--- config.mk ---
export PLATFORM = sky130hd
export DESIGN_NAME = osc_ram
export DESIGN_NICKNAME = d
export VERILOG_FILES = /design/src/hw/rtl/assert_macros.svh /design/src/hw/rtl/osc_ram.sv
export SDC_FILE = /design/constraint.sdc
export NUM_CORES = 1
export LEC_CHECK = 0
export ABC_CLOCK_PERIOD_IN_PS = 1500
export BUFFER_PORTS_ARGS = -buffer_cell sky130_fd_sc_hd__buf_4
export CORE_MARGIN = 5
export CORE_UTILIZATION = 45
export DETAILED_ROUTE_END_ITERATION = 8
export GPL_TIMING_DRIVEN = 0
export PLACE_DENSITY_LB_ADDON = 0.12
export SYNTH_ARGS = -nofsm -noshare
export SYNTH_HDL_FRONTEND = slang
export SYNTH_SLANG_ARGS = --single-unit
--- constraint.sdc ---
create_clock -name clk_i -period 1.5 [get_ports clk_i]
set_input_delay 0.3 -clock clk_i [delete_from_list [all_inputs] [get_ports clk_i]]
set_output_delay 0.3 -clock clk_i [all_outputs]
set_load 0.02 [all_outputs]
--- src/hw/rtl/assert_macros.svh ---
// Assertion macros used by the RTL file that carries checks.
// All of them sample on clk_i and are disabled while rst_ni is low.
`ifndef ASSERT_MACROS_SVH
`define ASSERT_MACROS_SVH

// Condition that must hold at every sampled edge.
`define OSC_ASSERT(lbl, cond, msg) \
  lbl: assert property (@(posedge clk_i) disable iff (!rst_ni) (cond)) else $error(msg);

// Same-cycle implication.
`define OSC_ASSERT_IMP(lbl, ante, cons, msg) \
  lbl: assert property (@(posedge clk_i) disable iff (!rst_ni) (ante) |-> (cons)) \
    else $error(msg);

// Next-cycle implication.
`define OSC_ASSERT_NXT(lbl, ante, cons, msg) \
  lbl: assert property (@(posedge clk_i) disable iff (!rst_ni) (ante) |=> (cons)) \
    else $error(msg);

`endif

--- src/hw/rtl/osc_ram.sv ---
module osc_ram #(
  parameter int WIDTH = 8,
  parameter int DEPTH = 16
) (
  input  logic                             clk_i,
  input  logic                             we_i,
  input  logic [$clog2(DEPTH)-1:0]         waddr_i,
  input  logic [WIDTH-1:0]                 wmask_i,
  input  logic [WIDTH-1:0]                 wdata_i,
  input  logic                             re_i,
  input  logic [$clog2(DEPTH)-1:0]         raddr_a_i,
  input  logic [$clog2(DEPTH)-1:0]         raddr_b_i,
  output logic [WIDTH-1:0]                 rdata_a_o,
  output logic [WIDTH-1:0]                 rdata_b_o
);

  logic [WIDTH-1:0] mem_q [DEPTH];
  logic [WIDTH-1:0] rdata_a_q;
  logic [WIDTH-1:0] rdata_b_q;

  // Write the masked bits of one word
  always_ff @(posedge clk_i) begin
    if (we_i) begin
      for (int i = 0; i < WIDTH; i++) begin
        if (wmask_i[i]) begin
          mem_q[waddr_i][i] <= wdata_i[i];
        end
      end
    end
  end

  // Registered reads, held while no read is requested
  always_ff @(posedge clk_i) begin
    if (re_i) begin
      rdata_a_q <= mem_q[raddr_a_i];
      rdata_b_q <= mem_q[raddr_b_i];
    end
  end

  assign rdata_a_o = rdata_a_q;
  assign rdata_b_o = rdata_b_q;

endmodule

==> results.md, run 1 <==
| Step | Parameter | This run |
| --- | --- | --- |
| final layout | Antenna Cells | 0 |
| timing | Highest Clock Rate | 642.0 MHz |
| global routing | Pin count of the biggest net entering global routing | 17 |
| logic synthesis | Number of register bits inferred by synthesis | 144 |
| worst setup path | Critical path arrival | 1.73 ns |
| routing | Post-detailed-route count of antenna-violating nets | 0 |
| routing | Sum of routed wire length over all layers | 18.32 mm |
| routing | Via count of the routed design | 4,399 |
| clocking | CTS buffer count | 17 |
| clocking | Total clock sinks | 144 |
| pwr | Largest vdd supply drop | 0.8276 mV |
| worst setup path | Critical path's top delay family | multiplexers |
| worst setup path | Capture point of the worst reg-to-reg path | rdata_a_o[0] |
| run status | Violated checks | negative setup slack |
| clocking | Buffer count from post-CTS setup fixing | 0 |
| timing | Crit share post-route | 1.038 |
| logic synthesis | Distinct cell type count after synthesis | 18 |
| placed design | Cell area after placement | 7599 um^2 |
| timing | Minimum clock period after layout | 1.558 ns |
| routing | Routed WL per cell | 24.89 um |
| worst setup path | CP Buf/Inv Count | 0 |
| worst setup path | Delay of the slowest cell on the worst path | 0.61 ns |
| clocking | Maximum root-to-sink buffer count | 2 |
| logic synthesis | Cell Area, Synth | 7042 um^2 |
| worst setup path | Required time worst endpoint | 1.67 ns |
| die | Die ar. | 18,250 um^2 |
| timing | Setup repair after global routing missed its margin | true |
| clocking | Clock insertion delay at the later pin of the skew report | 0.43 ns |
| logic synthesis | Count of synthesis-stage warnings from yosys | 0 |
| timing | Setup slack after layout | -0.05752 ns |
| timing | Worst Skew | 0.008691 ns |
| pwr | Power density cells | 1221 nW/um^2 |
| routing | Drt via density | 5.977 |
| worst setup path | Largest fanout of any net on the critical path | 2 |
| logic synthesis | Number of standard cells after synthesis | 451 |
| min path | Hold Path Sink | mem_q[9][1] |
| final layout | Net count of the finished layout | 544 |
| die | Number of rows created at floorplan | 45 |
| worst setup path | Source of the worst register-to-register timing path | mem_q[2][0] |
| timing | Setup Total Neg Slack | -0.1298 ns |
| placed design | Half-perimeter wire length of the detailed placement result | 11.64 mm |
| die | Count of pins on the block boundary | 47 |
| worst setup path | Kind of capture point of the worst setup path | register |
| global routing | Tot GR Track Use | 0.2105 |
| timing | Number of max-slew violations in the final report | 0 |
| placed design | Gp weighted congestion | 0.7596 |
| clocking | Clock tree from TritonCTS | built |
| clocking | Hold-fix buffer count after cts | 0 |
| routing | First drt pass iteration count | 6 |
| die | Starting density of the core | 0.4615 |
| global routing | Vias in the first global route | 4,413 |
| timing | Final-report setup violation count | 3 |
| worst setup path | Crit path max-delay cell type | sky130_fd_sc_hd__mux4_4 |
| final layout | Register cell area after layout | 4324 um^2 |
| die | Y dimension of the die | 135.1 um |
| min path | Hold Crit Depth | 1 |
| final layout | FILL cells | 1,266 |
| run status | Outcome | finished with violations |
| worst setup path | Logic depth of the worst register-to-register path | 3 |
| placed design | Pre-CTS worst setup slack | -0.6108 ns |
| timing | Worst-Margin Slew | 1.204 ns |
| timing | Final Hold Violating Endpoints | 0 |
| routing | Drc violations | 0 |
| clocking | Buffer cell driving the clock tree root | sky130_fd_sc_hd__clkbuf_16 |
| final layout | Final cell area excluding filler cells | 8285 um^2 |
| clocking | CTS H-tree depth | 4 |
| logic synthesis | Sequential cell area fraction in the yosys report | 0.6141 |
| worst setup path | Setup Crit Path Kind | register to register |
| timing | Relative slew margins | 0.1943 |
| worst setup path | Crit start category | register |
| die | Die Span X | 135.1 um |
| die | Core footprint | 15,260 um^2 |
| min path | Worst hold path type | primary input to register |
| placed design | Count of buffers inserted at the top-level ports | 43 |
| run | Max-capacitance violation count | 0 |
| logic synthesis | Net Count, Synth | 482 |
| final layout | Proportion of layout cells with a drive suffix above 1 | 0.3105 |
| logic synthesis | Mean instance size in the synthesized netlist | 15.61 um^2 |
| global routing | Number of antenna violations at the first check in global routing | 0 |
| worst setup path | Crit-path cells | mux4_4, a22oi_2, nand2_1 |
| clocking | Clock transition time at the flip-flop clock pins of the worst setup and hold paths | 0.06 ns |
| routing | Starting DRC count in detailed routing | 465 |
| global routing | Remaining global-route overflow | 0 |
| min path | Startpoint of the most critical hold path | wdata_i[1] |
| global routing | Global-route wire length before repair | 26.79 mm |
| worst setup path | Flop2flop setup slack | -0.06 ns |
| final layout | Area used by multi-input combinational logic | 2447 um^2 |
| pwr | Leakage power of the design | 2.737 nW |
| final layout | Layout overhead on the synthesized area | 17.66% |
## state kept, by name, indices dropped and copies added (netlist names)
signal,flops
mem_q,128
rdata_a_o,8
rdata_b_o,8
## repair_timing
| item | 4_1_cts | 5_1_grt |
|---|---|---|
| pin swaps | 0 | 2 |
| resized for setup | 5 | 9 |
| endpoints found under the setup margin | 10 | 48 |
## synthesized netlist by cell type, drive strengths merged
cell / count / area share
nor2: 132 / 0.070
nand2: 33 / 0.018
nand4: 1 / 0.00089
clkbuf: 9 / 0.0048
nor2b: 6 / 0.0053
clkdlybuf4s25: 6 / 0.0085
nand3: 6 / 0.0043
and2: 2 / 0.0018
a22oi: 32 / 0.034
buf: 14 / 0.016
and2b: 2 / 0.0021
mux4: 64 / 0.22
edfxtp: 144 / 0.61
## placed cells by master (no fill, tap or decap), types with 2 or more instances in the layout
cell and n:
sky130_fd_sc_hd__a22oi_1 24, sky130_fd_sc_hd__clkbuf_16 17, sky130_fd_sc_hd__mux4_4 2, sky130_fd_sc_hd__nand3_1 6, sky130_fd_sc_hd__and2_1 2, sky130_fd_sc_hd__buf_2 5
sky130_fd_sc_hd__mux4_2 62, sky130_fd_sc_hd__buf_8 2, sky130_fd_sc_hd__nor2_1 132, sky130_fd_sc_hd__clkinv_2 2, sky130_fd_sc_hd__edfxtp_1 144, sky130_fd_sc_hd__a22oi_2 8
sky130_fd_sc_hd__buf_4 43, sky130_fd_sc_hd__and2b_1 2, sky130_fd_sc_hd__nand2_1 33, sky130_fd_sc_hd__clkdlybuf4s25_2 6, sky130_fd_sc_hd__clkinv_1 4, sky130_fd_sc_hd__clkinvlp_4 2
sky130_fd_sc_hd__buf_12 6, sky130_fd_sc_hd__nor2b_1 6, sky130_fd_sc_hd__clkbuf_1 8, sky130_fd_sc_hd__bufinv_16 6
## where the power goes
part           leakage, nW  switching, W  internal, W
sequential            1.31     0.0000258      0.00452
combinational         1.12      0.000529     0.000390
clock                0.309       0.00158      0.00307
total                 2.74       0.00213      0.00799
## worst register-to-register path: cells and delay by family (launching register included)
| family | cells | cell delay, ns |
|---|---|---|
| mux | 1 | 0.61 |
| flops | 1 | 0.41 |
| compound gates | 1 | 0.21 |
| simple gates | 1 | 0.07 |
## layout make-up
type                            instances  area share
Sequential cell                       144      0.5219
Multi-Input combinational cell        278      0.2954
Clock buffer                           17     0.05134
Timing Repair Buffer                   43     0.03896
Buffer                                 29     0.03398
Tap cell                              211     0.03186
Clock inverter                         14     0.02658
## how the worst max path moves through the flow
stage / from / endpoint / cells past startpoint
floorplan: raddr_a_i[0] / rdata_a_o[0] / 5
global placement: raddr_a_i[1] / rdata_a_o[3] / 5
detailed placement: raddr_a_i[1] / rdata_a_o[3] / 5
CTS: mem_q[2][0] / rdata_a_o[0] / 3
global route: mem_q[2][0] / rdata_a_o[0] / 3
finish: mem_q[2][0] / rdata_a_o[0] / 3
## layer usage
layer  up-vias  GRT usage  routed length (um)
met5         -          0                   0
met4         0    0.06943                 440
met3        29    0.05961                1847
met2       224     0.3186                8445
met1      2268     0.2969                7587
li1       1878          -                   -
## cells by family after synthesis
kind of cell	after synthesis	synth area share
AO/OA/AOI/OAI	32	0.03412
multiplexers	64	0.2203
AND/OR/NAND/NOR	182	0.1023
flip-flops	144	0.6141
buffers and inverters	29	0.02914
## per-stage QoR
| stage | power, W | util | hold slack (ns) | instances |
|---|---|---|---|---|
| 2_1_floorplan | 0.005162 | - | 0.3989 | 451 |
| 3_3_place_gp | 0.005516 | 0.4980 | 0.5991 | 705 |
| 3_5_place_dp | 0.005534 | 0.4980 | 0.6095 | 705 |
| 4_1_cts | 0.01016 | 0.5418 | 0.1670 | 736 |
| 5_1_grt | 0.01041 | 0.5430 | 0.1784 | 736 |
| 6_report | 0.01012 | 0.5430 | 0.1835 | 736 |
(Power assumes the default switching activity.)
==> run 2, diff against run 1 <==
--- a/config.mk
+++ b/config.mk
@@ -5,6 +5,7 @@
 export SDC_FILE = /design/constraint.sdc
 export NUM_CORES = 1
 export LEC_CHECK = 0
+export ABC_AREA = 1
 export ABC_CLOCK_PERIOD_IN_PS = 1500
 export BUFFER_PORTS_ARGS = -buffer_cell sky130_fd_sc_hd__buf_4
 export CORE_MARGIN = 5
==> run 2 against run 1 <==
  * The run now ends clean
  * Setup slack better by 0.082 ns
  * Global-route usage up 7.3 points
  * First-iteration DRC count up 120%
  * Wire length up 53%
  * Clock power down 9.7%
  * Core utilization down 1.7 points
  * Cell area up 10%
  * Power down 1.7%
  * Count of clock-buffer cells in the layout up 2
  * Critical endpoint is now rdata_a_o[5]
  * Largest cell class unchanged
==> results.md, run 2 <==
| Step | Parameter | This run | Change |
| --- | --- | --- | --- |
| final layout | Most common cell after layout, fill and taps aside | sky130_fd_sc_hd__nand2_1 | was sky130_fd_sc_hd__edfxtp_1 |
| clocking | CTS H-tree depth | 4 | unchanged |
| die | Count of pins on the block boundary | 47 | unchanged |
| clocking | Hold-fix buffer count after cts | 0 | unchanged |
| routing | Drt via density | 5.568 | was 5.977 |
| clocking | Clock transition time at the flip-flop clock pins of the worst setup and hold paths | 0.06 ns | about the same |
| timing | Final Hold Violating Endpoints | 0 | unchanged |
| placed design | Placed Cells | 1,263 | was 705 |
| final layout | Most flop-heavy register | mem_q | unchanged |
| placed design | Half-perimeter wire length of the detailed placement result | 18.58 mm | was 11.64 mm |
| global routing | Number of antenna violations at the first check in global routing | 0 | unchanged |
| clocking | Clock insertion delay at the later pin of the skew report | 0.44 ns | was 0.43 ns |
| logic synthesis | Commonest register cell after synthesis | sky130_fd_sc_hd__edfxtp_1 | unchanged |
| clocking | Buffer count from post-CTS setup fixing | 0 | unchanged |
| logic synthesis | FFs w/ async S/R, synth | 0 | unchanged |
| clocking | Clock tree from TritonCTS | built | unchanged |
| worst setup path | Largest fanout of any net on the critical path | 10 | was 2 |
| global routing | Global-route wire length before repair | 41.87 mm | was 26.79 mm |
| logic synthesis | Number of enable flip-flop cells after synthesis | 144 | unchanged |
| logic synthesis | Count of synthesis-stage warnings from yosys | 0 | unchanged |
| min path | Worst hold path type | primary input to register | unchanged |
| pwr | Largest vdd supply drop | 0.8776 mV | was 0.8276 mV |
| timing | Worst-Margin Slew | 0.8553 ns | was 1.204 ns |
| final layout | Antenna Cells | 0 | unchanged |
| routing | Drc violations | 0 | unchanged |
| logic synthesis | Leading cell types by count after synthesis | 298 x sky130_fd_sc_hd__nand2_1, 224 x sky130_fd_sc_hd__nand3_1, 144 x sky130_fd_sc_hd__edfxtp_1 | was 144 x sky130_fd_sc_hd__edfxtp_1, 132 x sky130_fd_sc_hd__nor2_1, 34 x sky130_fd_sc_hd__mux4_2 |
| logic synthesis | Number of register bits inferred by synthesis | 144 | unchanged |
| routing | Routed WL per cell | 21.69 um | was 24.89 um |
| worst setup path | Crit-path cells | buf_2, inv_1, buf_2, nand3_1, nand3_1, nand2_1 | was mux4_4, a22oi_2, nand2_1 |
| routing | Via count of the routed design | 7,211 | was 4,399 |
| die | Die ar. | 20,500 um^2 | was 18,250 um^2 |
| final layout | Final cell area excluding filler cells | 9130 um^2 | was 8285 um^2 |
| logic synthesis | Leading post-synthesis cells by cell area | sky130_fd_sc_hd__edfxtp_1 54%, sky130_fd_sc_hd__nand3_1 14%, sky130_fd_sc_hd__nand2_1 14% | was sky130_fd_sc_hd__edfxtp_1 61%, sky130_fd_sc_hd__mux4_2 11%, sky130_fd_sc_hd__mux4_1 10% |
| die | Y dimension of the die | 143.2 um | was 135.1 um |
| global routing | Remaining global-route overflow | 0 | unchanged |
| clocking | CTS buffer count | 17 | unchanged |
| routing | Starting DRC count in detailed routing | 1,016 | was 465 |
| routing | Sum of routed wire length over all layers | 28.09 mm | was 18.32 mm |
| final layout | Layout overhead on the synthesized area | 14.37% | was 17.66% |
| run | Max-capacitance violation count | 0 | unchanged |
| logic synthesis | Number of standard cells after synthesis | 999 | was 451 |
| global routing | Tot GR Track Use | 0.2833 | was 0.2105 |
| logic synthesis | Top cell type's share of synthesized area | 0.5417 | was 0.6141 |
| final layout | Proportion of layout cells with a drive suffix above 1 | 0.1168 | was 0.3105 |
| pwr | Final total power | 0.009945 W | was 0.01012 W |
| final layout | Commonest cells after routing, fill and taps aside | 298 x sky130_fd_sc_hd__nand2_1, 224 x sky130_fd_sc_hd__nand3_1, 144 x sky130_fd_sc_hd__edfxtp_1 | was 144 x sky130_fd_sc_hd__edfxtp_1, 132 x sky130_fd_sc_hd__nor2_1, 62 x sky130_fd_sc_hd__mux4_2 |
| global routing | Vias in the first global route | 6,910 | was 4,413 |
| die | Starting density of the core | 0.4599 | was 0.4615 |
| final layout | Layout Utilization | 0.5260 | was 0.5430 |
| placed design | Cell area after placement | 8557 um^2 | was 7599 um^2 |
| logic synthesis | Area leader, netlist | sky130_fd_sc_hd__edfxtp_1 | unchanged |
| timing | Number of max-slew violations in the final report | 0 | unchanged |
| timing | Minimum clock period after layout | 1.475 ns | was 1.558 ns |
| timing | Setup Total Neg Slack | 0 ns | was -0.1298 ns |
| pwr | Power density cells | 1089 nW/um^2 | was 1221 nW/um^2 |
| worst setup path | Delay of the slowest cell on the worst path | 0.42 ns | was 0.61 ns |
| logic synthesis | Cell Area, Synth | 7983 um^2 | was 7042 um^2 |
| die | Die Span X | 143.2 um | was 135.1 um |
| timing | Relative slew margins | 0.4298 | was 0.1943 |
| worst setup path | Critical path arrival | 1.64 ns | was 1.73 ns |
| placed design | Gp weighted congestion | 0.9566 | was 0.7596 |
| clocking | Buffer cell driving the clock tree root | sky130_fd_sc_hd__clkbuf_16 | unchanged |
| run status | Outcome | completed | was finished with violations |
| die | Number of rows created at floorplan | 48 | was 45 |
| routing | First drt pass iteration count | 6 | unchanged |
| pwr | Leakage power of the design | 4.055 nW | was 2.737 nW |
| clocking | PostCTS Resize Cnt | 0 | was 5 |
| final layout | Non-filler cells in the finished layout | 1,295 | was 736 |
| worst setup path | Crit path max-delay cell type | sky130_fd_sc_hd__buf_2 | was sky130_fd_sc_hd__mux4_4 |
| clocking | Maximum root-to-sink buffer count | 2 | unchanged |
| logic synthesis | Net Count, Synth | 1,030 | was 482 |
| final layout | Net count of the finished layout | 1,088 | was 544 |
| global routing | Pin count of the biggest net entering global routing | 17 | unchanged |
| clocking | Total clock sinks | 144 | unchanged |
| placed design | Count of buffers inserted at the top-level ports | 39 | was 43 |
| timing | Highest Clock Rate | 677.8 MHz | was 642.0 MHz |
| worst setup path | Crit start category | primary input | was register |
| logic synthesis | Sequential cell area fraction in the yosys report | 0.5417 | was 0.6141 |
| logic synthesis | Mean instance size in the synthesized netlist | 7.991 um^2 | was 15.61 um^2 |
| timing | Crit share post-route | 0.9836 | was 1.038 |
| final layout | FILL cells | 1,687 | was 1,266 |
| worst setup path | Required time worst endpoint | 1.66 ns | was 1.67 ns |
| routing | Post-detailed-route count of antenna-violating nets | 0 | unchanged |
| logic synthesis | Distinct cell type count after synthesis | 10 | was 18 |
| timing | Setup repair after global routing missed its margin | false | was true |
| logic synthesis | Most frequent cell after synthesis | sky130_fd_sc_hd__nand2_1 | was sky130_fd_sc_hd__edfxtp_1 |
| timing | Final-report setup violation count | 0 | was 3 |
| die | Core footprint | 17,360 um^2 | was 15,260 um^2 |
| timing | Worst Skew | 0.01024 ns | was 0.008691 ns |
| worst setup path | Setup Crit Path Kind | primary input to register | was register to register |
| worst setup path | Kind of capture point of the worst setup path | register | unchanged |
| final layout | Max FFs per register | 128 | unchanged |
## run 2: cell count changes after synthesis, moves of 8 or more
cell	change
sky130_fd_sc_hd__a22oi_1	-32
sky130_fd_sc_hd__buf_2	+28
sky130_fd_sc_hd__buf_6	+8
sky130_fd_sc_hd__inv_1	+138
sky130_fd_sc_hd__mux4_1	-28
sky130_fd_sc_hd__mux4_2	-34
sky130_fd_sc_hd__nand2_1	+265
sky130_fd_sc_hd__nand3_1	+218
## run 2: cell families (layout without fill, tap and decap cells)
| kind of cell | count (synthesis) | count (layout) | share of synthesized area |
|---|---|---|---|
| buffers and inverters | 199 | 270 | 0.1147 |
| flip-flops | 144 | 144 | 0.5417 |
| AND/OR/NAND/NOR | 656 | 656 | 0.3436 |
## run 2: worst paths after layout
path,start,to,slack (ns),cells past startpoint
setup reg to reg,mem_q[3][5],rdata_a_o[5],0.23,6
hold / removal,wdata_i[6],mem_q[8][6],0.18,1
hold reg to reg,mem_q[10][4],rdata_a_o[4],0.79,6
setup / recovery,raddr_a_i[2],rdata_a_o[5],0.02,6
## run 2: through the flow
step | setup WS, ns | hold WS (ns)
2_1_floorplan | 0.2885 | 0.3989
3_3_place_gp | -0.3287 | 0.6220
3_5_place_dp | -0.3211 | 0.6304
4_1_cts | 0.1358 | 0.1765
5_1_grt | 0.01381 | 0.1885
6_report | 0.02457 | 0.1764
## run 2: routing by layer
layer	up-vias	GRT usage	routed length, um
met4	0	0.1221	981
li1	3307	-	-
met3	78	0.06865	3179
met2	443	0.4434	12640
met1	3383	0.3768	11290
met5	-	0	0
## run 2: power breakdown
part	switching, W	total, W	internal (W)
logic	0.000857	0.00120	0.000347
clock network	0.00176	0.00420	0.00244
registers	0.0000198	0.00454	0.00452
## run 2: layout make-up
| cell class | instances | area, um^2 | share of cell area |
|---|---|---|---|
| clock inverters | 13 | 140.1 | 0.01535 |
| inverters | 142 | 533.0 | 0.05838 |
| multi-input cells | 656 | 2743 | 0.3004 |
| flip-flops and latches | 144 | 4324 | 0.4736 |
| clock buffers | 19 | 432.9 | 0.04742 |
| well taps | 225 | 281.5 | 0.03083 |
| plain buffers | 57 | 382.9 | 0.04194 |
| repair buffers | 39 | 292.8 | 0.03207 |
## run 2: critical path: cells and delay by family
family                 cells  cell delay [ns]
buffers and inverters      3             0.93
and+or+nand+nor            3             0.40
